$ cat config.mk
export PLATFORM = sky130hd
export DESIGN_NAME = bounded_sorted_priority_queue_top_flat
export DESIGN_NICKNAME = d
export VERILOG_FILES = /design/src/bspq_pkg.sv /design/src/bspq_req_if.sv /design/src/bspq_rsp_if.sv /design/src/bspq_cell.sv /design/src/bounded_sorted_priority_queue_top.sv /design/src/flat_wrapper.sv
export VERILOG_INCLUDE_DIRS = /design/src /design/src/src
export SDC_FILE = /design/constraint.sdc
export NUM_CORES = 2
export LEC_CHECK = 0
export ABC_AREA = 1
export BUFFER_PORTS_ARGS = -buffer_cell sky130_fd_sc_hd__buf_2
export CAP_MARGIN = 20
export CORE_AREA = 2 2 387 542
export DETAILED_ROUTE_END_ITERATION = 16
export DIE_AREA = 0 0 389 544
export GPL_TIMING_DRIVEN = 0
export SYNTH_ARGS = -nofsm -noshare
export SYNTH_HDL_FRONTEND = slang
export SYNTH_SLANG_ARGS = --single-unit
export TNS_END_PERCENT = 100
$ cat constraint.sdc
create_clock -name clk -period 22.6 [get_ports clk]
set_input_delay 2.26 -clock clk [delete_from_list [all_inputs] [get_ports clk]]
set_output_delay 2.26 -clock clk [all_outputs]
set_load 0.03 [all_outputs]
$ cat src/bounded_sorted_priority_queue_top_macros.svh
// Assertion helpers shared by the queue RTL.
`ifndef BOUNDED_SORTED_PRIORITY_QUEUE_TOP_MACROS_SVH
`define BOUNDED_SORTED_PRIORITY_QUEUE_TOP_MACROS_SVH

// Check that a condition implies another in the same cycle.
`define BSPQ_ASSERT_SAME(label, clk, rstn, ante, cons, msg) \
    label: assert property (@(posedge clk) disable iff (!rstn) (ante) |-> (cons)) \
        else $error(msg);

// Check that a condition implies another in the next cycle.
`define BSPQ_ASSERT_NEXT(label, clk, rstn, ante, cons, msg) \
    label: assert property (@(posedge clk) disable iff (!rstn) (ante) |=> (cons)) \
        else $error(msg);

`endif

$ cat src/bspq_pkg.sv
package bspq_pkg;

    localparam int DEFAULT_CAPACITY = 16;
    localparam int PRIO_W           = 16;
    localparam int PAYLOAD_W        = 32;
    localparam int COUNT_W          = 5;

    // Request operation codes
    localparam logic [1:0] MODE_ENQUEUE = 2'd0;
    localparam logic [1:0] MODE_DEQUEUE = 2'd1;
    localparam logic [1:0] MODE_CLEAR   = 2'd2;

    typedef struct packed {
        logic signed [PRIO_W-1:0] prio;
        logic [PAYLOAD_W-1:0]     payload;
    } entry_t;

    // Per-cycle command broadcast to every cell
    typedef enum logic [2:0] {
        CELL_HOLD,
        CELL_INSERT,
        CELL_EVICT_INSERT,
        CELL_SHIFT,
        CELL_CLEAR
    } cell_op_t;

    typedef struct packed {
        cell_op_t op;
        entry_t   new_entry;
    } cell_ctrl_t;

    // What a cell shows to its neighbors
    typedef struct packed {
        logic   valid;
        logic   ge;
        entry_t entry;
    } link_t;

    typedef struct packed {
        logic                     out_valid;
        logic signed [PRIO_W-1:0] out_priority;
        logic [PAYLOAD_W-1:0]     out_payload;
        logic                     evicted;
        logic                     error_code;
        logic [COUNT_W-1:0]       entry_count;
        logic                     is_empty;
        logic signed [PRIO_W-1:0] head_priority;
        logic [PAYLOAD_W-1:0]     head_payload;
    } rsp_t;

endpackage

$ cat src/bspq_req_if.sv
interface bspq_req_if;
    import bspq_pkg::*;

    logic                     valid;
    logic                     ready;
    logic [1:0]               mode;
    logic signed [PRIO_W-1:0] item_priority;
    logic [PAYLOAD_W-1:0]     item_payload;

    modport source (output valid, mode, item_priority, item_payload, input ready);
    modport sink   (input valid, mode, item_priority, item_payload, output ready);
endinterface

$ cat src/bspq_rsp_if.sv
interface bspq_rsp_if;
    import bspq_pkg::*;

    logic                     valid;
    logic                     ready;
    logic                     out_valid;
    logic signed [PRIO_W-1:0] out_priority;
    logic [PAYLOAD_W-1:0]     out_payload;
    logic                     evicted;
    logic                     error_code;
    logic [COUNT_W-1:0]       entry_count;
    logic                     is_empty;
    logic signed [PRIO_W-1:0] head_priority;
    logic [PAYLOAD_W-1:0]     head_payload;

    modport source (output valid, out_valid, out_priority, out_payload, evicted,
                    error_code, entry_count, is_empty, head_priority, head_payload,
                    input ready);
    modport sink   (input valid, out_valid, out_priority, out_payload, evicted,
                    error_code, entry_count, is_empty, head_priority, head_payload,
                    output ready);
endinterface

$ cat src/bspq_cell.sv
module bspq_cell (
    input  logic                clk,
    input  logic                rst_n,
    input  bspq_pkg::cell_ctrl_t ctrl,
    input  bspq_pkg::link_t     left,
    input  bspq_pkg::link_t     right,
    output bspq_pkg::link_t     self_link,
    output bspq_pkg::entry_t    next_entry
);
    import bspq_pkg::*;

    logic   valid_reg;
    logic   valid_next;
    entry_t entry_reg;
    entry_t entry_next;
    logic   ge;

    // Flag entries that stay ahead of the new request
    assign ge = valid_reg && (entry_reg.prio >= ctrl.new_entry.prio);

    assign self_link  = '{valid: valid_reg, ge: ge, entry: entry_reg};
    assign next_entry = entry_next;

    // Pick the new content from self, a neighbor or the request
    always_comb
    begin
        valid_next = valid_reg;
        entry_next = entry_reg;
        case (ctrl.op)
            CELL_INSERT:
            begin
                if (!ge)
                begin
                    valid_next = valid_reg || left.valid || left.ge;
                    entry_next = left.ge ? ctrl.new_entry : left.entry;
                end
            end
            CELL_EVICT_INSERT:
            begin
                // Take the new entry at the last cell still ahead of it, or at
                // the head when nothing stays ahead
                if (right.ge)
                    entry_next = right.entry;
                else if (ge || (left.ge && !left.valid))
                    entry_next = ctrl.new_entry;
            end
            CELL_SHIFT:
            begin
                valid_next = right.valid;
                entry_next = right.entry;
            end
            CELL_CLEAR:
            begin
                valid_next = 1'b0;
            end
            default:
            begin
                valid_next = valid_reg;
                entry_next = entry_reg;
            end
        endcase
    end

    // Hold occupancy under reset
    always_ff @(posedge clk or negedge rst_n)
    begin
        if (!rst_n)
            valid_reg <= 1'b0;
        else
            valid_reg <= valid_next;
    end

    // Advance stored entry
    always_ff @(posedge clk)
    begin
        entry_reg <= entry_next;
    end
endmodule

$ cat src/bounded_sorted_priority_queue_top.sv
// Bounded priority queue built from a row of CAPACITY cells, head in cell 0,
// entries in descending priority, equal priorities served first in first out.
// Request channel (req): mode 0 enqueue, 1 dequeue head, 2 clear, 3 no-op,
// with item_priority and item_payload used by enqueue.
// Response channel (rsp): exactly one response per request, carrying the
// removed entry (dequeue, or eviction of the head on enqueue into a full
// queue), an error flag for dequeue on empty, and the count and head after
// the operation.
// The response is registered and becomes valid in the cycle after the request is accepted.
// Throughput: one request per cycle; every cell compares against the new
// priority and moves its entry to a neighbor in the same cycle, so no
// operation takes more than one pass through the row.
// A response waiting in the output register does not block the next request
// while rsp.ready is high; when the receiver stalls, req.ready drops and the
// held response stays unchanged until taken.
// Reset empties the queue and the output register; stored entries are not
// cleared, only their occupancy flags.
module bounded_sorted_priority_queue_top #(
    parameter int CAPACITY = bspq_pkg::DEFAULT_CAPACITY
) (
    input  logic            clk,
    input  logic            rst_n,
    bspq_req_if.sink        req,
    bspq_rsp_if.source      rsp
);
    import bspq_pkg::*;
    `include "bounded_sorted_priority_queue_top_macros.svh"

    localparam int CNT_W = $clog2(CAPACITY + 1);

    logic [CNT_W-1:0]  count_reg;
    logic [CNT_W-1:0]  count_next;
    logic              res_valid_reg;
    rsp_t              res_reg;
    rsp_t              res_next;
    cell_ctrl_t        ctrl;
    link_t             links       [CAPACITY];
    link_t             left_links  [CAPACITY];
    link_t             right_links [CAPACITY];
    entry_t            next_entries[CAPACITY];
    logic [CAPACITY-1:0] valid_vec;
    logic [CAPACITY-1:0] order_ok;
    logic              accept;
    logic              full;
    logic              empty;
    logic [CNT_W+4:0]  count_wide;

    assign accept = req.valid && req.ready;
    assign full   = (count_reg == CNT_W'(CAPACITY));
    assign empty  = (count_reg == '0);
    assign req.ready = !res_valid_reg || rsp.ready;

    // Build the row of cells and their neighbor links
    for (genvar i = 0; i < CAPACITY; i++)
    begin : g_cell
        if (i == 0)
        begin : g_head
            // Head sees a neighbor that is ahead of any request but holds nothing
            assign left_links[i] = '{valid: 1'b0, ge: 1'b1, entry: '0};
        end
        else
        begin : g_mid
            assign left_links[i] = links[i-1];
        end
        if (i == CAPACITY - 1)
        begin : g_tail
            assign right_links[i] = '0;
            assign order_ok[i]    = 1'b1;
        end
        else
        begin : g_inner
            assign right_links[i] = links[i+1];
            assign order_ok[i]    = !links[i+1].valid ||
                                    (links[i].entry.prio >= links[i+1].entry.prio);
        end
        assign valid_vec[i] = links[i].valid;

        bspq_cell u_cell (
            .clk        (clk),
            .rst_n      (rst_n),
            .ctrl       (ctrl),
            .left       (left_links[i]),
            .right      (right_links[i]),
            .self_link  (links[i]),
            .next_entry (next_entries[i])
        );
    end

    // Decode the request into a cell command and the next count
    always_comb
    begin
        ctrl.new_entry = '{prio: req.item_priority, payload: req.item_payload};
        ctrl.op        = CELL_HOLD;
        count_next     = count_reg;
        if (accept)
        begin
            case (req.mode)
                MODE_ENQUEUE:
                begin
                    ctrl.op    = full ? CELL_EVICT_INSERT : CELL_INSERT;
                    count_next = full ? count_reg : count_reg + 1'b1;
                end
                MODE_DEQUEUE:
                begin
                    ctrl.op    = empty ? CELL_HOLD : CELL_SHIFT;
                    count_next = empty ? count_reg : count_reg - 1'b1;
                end
                MODE_CLEAR:
                begin
                    ctrl.op    = CELL_CLEAR;
                    count_next = '0;
                end
                default:
                begin
                    ctrl.op    = CELL_HOLD;
                    count_next = count_reg;
                end
            endcase
        end
    end

    // Form the response from the old and the new head
    assign count_wide = (CNT_W + 5)'(count_next);

    always_comb
    begin
        res_next               = '0;
        res_next.entry_count   = count_wide[COUNT_W-1:0];
        res_next.is_empty      = (count_next == '0);
        if (count_next != '0)
        begin
            res_next.head_priority = next_entries[0].prio;
            res_next.head_payload  = next_entries[0].payload;
        end
        case (req.mode)
            MODE_ENQUEUE:
            begin
                if (full)
                begin
                    res_next.out_valid    = 1'b1;
                    res_next.evicted      = 1'b1;
                    res_next.out_priority = links[0].entry.prio;
                    res_next.out_payload  = links[0].entry.payload;
                end
            end
            MODE_DEQUEUE:
            begin
                if (empty)
                begin
                    res_next.error_code = 1'b1;
                end
                else
                begin
                    res_next.out_valid    = 1'b1;
                    res_next.out_priority = links[0].entry.prio;
                    res_next.out_payload  = links[0].entry.payload;
                end
            end
            default:
            begin
                res_next.out_valid = 1'b0;
            end
        endcase
    end

    // Hold count and response valid under reset
    always_ff @(posedge clk or negedge rst_n)
    begin
        if (!rst_n)
        begin
            count_reg     <= '0;
            res_valid_reg <= 1'b0;
        end
        else
        begin
            count_reg <= count_next;
            if (accept)
                res_valid_reg <= 1'b1;
            else if (rsp.ready)
                res_valid_reg <= 1'b0;
        end
    end

    // Load the response register on each accepted request
    always_ff @(posedge clk)
    begin
        if (accept)
            res_reg <= res_next;
    end

    assign rsp.valid         = res_valid_reg;
    assign rsp.out_valid     = res_reg.out_valid;
    assign rsp.out_priority  = res_reg.out_priority;
    assign rsp.out_payload   = res_reg.out_payload;
    assign rsp.evicted       = res_reg.evicted;
    assign rsp.error_code    = res_reg.error_code;
    assign rsp.entry_count   = res_reg.entry_count;
    assign rsp.is_empty      = res_reg.is_empty;
    assign rsp.head_priority = res_reg.head_priority;
    assign rsp.head_payload  = res_reg.head_payload;

    `BSPQ_ASSERT_SAME(a_occupancy_packed, clk, rst_n, 1'b1, ((valid_vec + 1'b1) & valid_vec) == '0, "occupied cells are not packed at the head")
    `BSPQ_ASSERT_SAME(a_count_matches, clk, rst_n, 1'b1, $countones(valid_vec) == int'(count_reg), "fill count disagrees with cell occupancy")
    `BSPQ_ASSERT_SAME(a_sorted, clk, rst_n, 1'b1, &order_ok, "cells are not in descending priority order")
    `BSPQ_ASSERT_NEXT(a_empty_dequeue, clk, rst_n, accept && (req.mode == MODE_DEQUEUE) && empty, rsp.valid && rsp.error_code && !rsp.out_valid, "dequeue on empty not flagged")
endmodule

$ cat src/flat_wrapper.sv
// flat-port wrapper written by rule: the top's interface ports become plain ports
module bounded_sorted_priority_queue_top_flat import bspq_pkg::*;
#(
    parameter int CAPACITY = bspq_pkg::DEFAULT_CAPACITY
)
  (clk, rst_n, req_valid, req_mode, req_item_priority, req_item_payload, req_ready, rsp_valid, rsp_out_valid, rsp_out_priority, rsp_out_payload, rsp_evicted, rsp_error_code, rsp_entry_count, rsp_is_empty, rsp_head_priority, rsp_head_payload, rsp_ready);
  bspq_req_if req_i ();
  bspq_rsp_if rsp_i ();
  input  logic clk;
  input  logic rst_n;
  input wire logic [$bits(req_i.valid)-1:0] req_valid;
  input wire logic [$bits(req_i.mode)-1:0] req_mode;
  input wire logic [$bits(req_i.item_priority)-1:0] req_item_priority;
  input wire logic [$bits(req_i.item_payload)-1:0] req_item_payload;
  output wire logic [$bits(req_i.ready)-1:0] req_ready;
  output wire logic [$bits(rsp_i.valid)-1:0] rsp_valid;
  output wire logic [$bits(rsp_i.out_valid)-1:0] rsp_out_valid;
  output wire logic [$bits(rsp_i.out_priority)-1:0] rsp_out_priority;
  output wire logic [$bits(rsp_i.out_payload)-1:0] rsp_out_payload;
  output wire logic [$bits(rsp_i.evicted)-1:0] rsp_evicted;
  output wire logic [$bits(rsp_i.error_code)-1:0] rsp_error_code;
  output wire logic [$bits(rsp_i.entry_count)-1:0] rsp_entry_count;
  output wire logic [$bits(rsp_i.is_empty)-1:0] rsp_is_empty;
  output wire logic [$bits(rsp_i.head_priority)-1:0] rsp_head_priority;
  output wire logic [$bits(rsp_i.head_payload)-1:0] rsp_head_payload;
  input wire logic [$bits(rsp_i.ready)-1:0] rsp_ready;
  assign req_i.valid = req_valid;
  assign req_i.mode = req_mode;
  assign req_i.item_priority = req_item_priority;
  assign req_i.item_payload = req_item_payload;
  assign req_ready = req_i.ready;
  assign rsp_valid = rsp_i.valid;
  assign rsp_out_valid = rsp_i.out_valid;
  assign rsp_out_priority = rsp_i.out_priority;
  assign rsp_out_payload = rsp_i.out_payload;
  assign rsp_evicted = rsp_i.evicted;
  assign rsp_error_code = rsp_i.error_code;
  assign rsp_entry_count = rsp_i.entry_count;
  assign rsp_is_empty = rsp_i.is_empty;
  assign rsp_head_priority = rsp_i.head_priority;
  assign rsp_head_payload = rsp_i.head_payload;
  assign rsp_i.ready = rsp_ready;
  bounded_sorted_priority_queue_top #(.CAPACITY(CAPACITY)) u_core (.clk(clk), .rst_n(rst_n), .req(req_i), .rsp(rsp_i));
endmodule
==> flow_metrics.tcl <==
set metrics [dict create \
    finalHoldViolCount 0 \
    grt_use_total_pct 26.3 \
    synth_edf_count 825 \
    die_area_mm2 0.212 \
    postRouteAntennaNets 0 \
    status "finished clean" \
    antenna_found_initial 20 \
    ys_top_cells_by_area "edfxtp_1, nand3_1, nand2_1, ha_1, inv_1" \
    setup_viol 0 \
    p_per_area_mw_per_mm2 107 \
    yosysSeqAreaShare_pct 42.6 \
    drive_gt1_share_pct 6.12 \
    insertion_delay_ps 740 \
    arrival_ps 9030 \
    die_h_um 544 \
    io_pins 161 \
    r2r-start "u_core.g_cell[5].u_cell.self_link[47]" \
    clock_skew_ps 30.1 \
    criticalPathCategory "primary input to flip-flop" \
    crit_slowest_cell "clkinv_1" \
    slowest_delay_ps 950 \
    cts_resized 0 \
    wl_per_cell_um 25.1 \
    root_buffer "clkbuf_16" \
    cap_violations 0 \
    synthesis.nets 8751 \
    place_congestion 1.04 \
    fin_crit_ps 8630 \
    leakagePower_uw 0.0303 \
    rsz0062_at_grt "no" \
    setup_slack_ps 13970 \
    slew_violations 0 \
    wl_um 289000 \
    rr_worst_depth 13 \
    cts_buffer_depth 3 \
    cp_cell_sequence "clkbuf_1, clkinv_1, clkbuf_2, ha_1, a21o_1, nand3_1, a21oi_1, nor2_1, nand3b_1, nand3_1, nand2_1, clkbuf_1, o21ai_0, a21oi_4, buf_12" \
    dr.pass1.iters 9 \
    h-tree-depth 3 \
    min-delay-start "u_core.g_cell[0].u_cell.self_link[20]" \
    rows 198 \
    dp_worst_setup_slack_ps 13440 \
    worstPathMaxFanout 27 \
    yosysTopAreaCell "edfxtp_1" \
    fp.dieW_um 389 \
    cts_num_sinks 895 \
    syn_area_per_cell_um2 7.30 \
    end_kind "flip-flop" \
    synthToLayoutAreaGrowth_pct 13.4 \
    critPathRequiredTime_ps 23000 \
    drtIter0Drc 6447 \
    ys_async_sr_fraction_pct 2.46 \
    timing.fmax_mhz 116 \
    hold_class "flip-flop to flip-flop" \
    final_cell_mix "nand3_1, nand2_1, edfxtp_1, inv_1, clkbuf_1" \
    setup_tns_ps 0 \
    regToRegEndpoint "u_core.g_cell[5].u_cell.self_link[11]" \
    largest_reg_flops 768 \
    hold-path-endpoint "u_core.g_cell[0].u_cell.self_link[20]" \
    coreArea_mm2 0.207 \
    grt_pass1_vias 59496 \
    numPortBuffers 154 \
    ys_types 43 \
    synth-seq-cells 895 \
    clk_pin_slew_ps 60 \
    start_kind "primary input" \
    layout_commonest_cell "nand3_1" \
    tritoncts "done" \
    dpl.hpwl_um 243000 \
    critical_path.top_delay_family "buffers and inverters" \
    ir_worst_vdd_uv 105 \
    dpl_cell_area_mm2 0.0665 \
    slew_headroom_pct 11.0 \
    synth_top_area_share_pct 40.2 \
    synthFlopType "edfxtp_1" \
    cts_made_buffers 97 \
    grt.overflow.total 0 \
    cp_num_buf_inv 5 \
    stdcell_area_mm2 0.0699 \
    grt_max_degree 33 \
    cts_hold_buf 0 \
    synth_cells 8439 \
    initial_core_util_pct 29.8 \
    rrSetupSlack_ps 17490 \
    nets 9036 \
    finalCritPeriodShare_pct 38.2 \
    vias_per_cell 5.27 \
    vias 60638 \
    drc 0 \
    cts_setup_buffers 0 \
    yosys_warnings 0 \
    tightest_slew_ps 1330 \
    synth_area_mm2 0.0616 \
    grt_pass1_wl_um 403000 \
    holdPathStages 2 \
]
-- where the power goes --
group / switching, µW / internal [µW]
Sequential: 170 / 2310
Combinational: 2410 / 853
Clock: 767 / 994
-- worst register-to-register path, cell delays in order (launching register included) --
cell and delay (ps):
edfxtp_1 520, ha_1 400, nand2_1 70, inv_1 70
nand3_1 120, a21oi_1 270, nor2_1 100, nand3b_1 90
nand3_1 550, nand2_1 810, clkbuf_1 490, o21ai_0 230
a21oi_4 750, buf_12 290
-- how the worst max path moves through the flow --
stage	start	end	slack, ps	depth (start not counted)
after floorplan	rsp_ready	u_core.g_cell[7].u_cell.self_link[0]	12480	11
after global placement	rsp_ready	u_core.g_cell[7].u_cell.self_link[10]	8910	12
after detailed placement	req_item_priority[9]	u_core.g_cell[5].u_cell.self_link[9]	13440	15
after CTS	req_item_priority[9]	u_core.g_cell[5].u_cell.self_link[9]	14160	15
after global routing	req_item_priority[9]	u_core.g_cell[7].u_cell.self_link[8]	14070	14
final	req_item_priority[9]	u_core.g_cell[5].u_cell.self_link[11]	13970	15
-- kinds of logic after synthesis --
logic type      Yosys count  share of synthesized area (%)
fa+ha+maj               258                           5.24
flops                   895                           42.6
simple gates           5319                           38.3
buf+inv                1494                           9.61
xor+xnor                  4                         0.0568
compound gates          469                           4.15
-- layer usage --
layer | up-vias | track usage, % | routed length [µm]
met5 | - | 0 | 66
met4 | 10 | 23.8 | 29700
met3 | 947 | 3.59 | 18900
met2 | 2969 | 46.6 | 141000
met1 | 27772 | 27.0 | 98900
li1 | 28940 | - | -
-- synth_stat cells (35+ instances only) --
library cell,number
nand2_1,2390
clkbuf_1,509
inv_1,800
buf_4,35
ha_1,258
edfxtp_1,825
dfxtp_1,48
a21oi_1,175
nor2_1,233
buf_2,93
nand3b_1,57
o21bai_1,51
o21ai_0,210
nand3_1,2584
-- through the flow --
stage | power (µW) | instances | hold WS [ps] | utilization (%)
2_1_floorplan | 4440 | 8439 | 464 | -
3_3_place_gp | 5610 | 11293 | 478 | 31.8
3_5_place_dp | 5690 | 11324 | 484 | 32.1
4_1_cts | 7430 | 11502 | 501 | 33.7
5_1_grt | 7820 | 11508 | 521 | 33.7
6_report | 7500 | 11517 | 495 | 33.8
-- area by class of cell --
type                    count  area [µm²]
repair buffers            186        1370
well taps                2700        3380
clock inverters            63         754
multi-input cells        6050       29600
plain buffers             667        2820
flip-flops and latches    895       26300
inverters                 827        3110
diodes                     14        35.0
clock buffers             115        2570
fillers                 22341      137000
No activity file was read; power rests on OpenSTA's default activity.
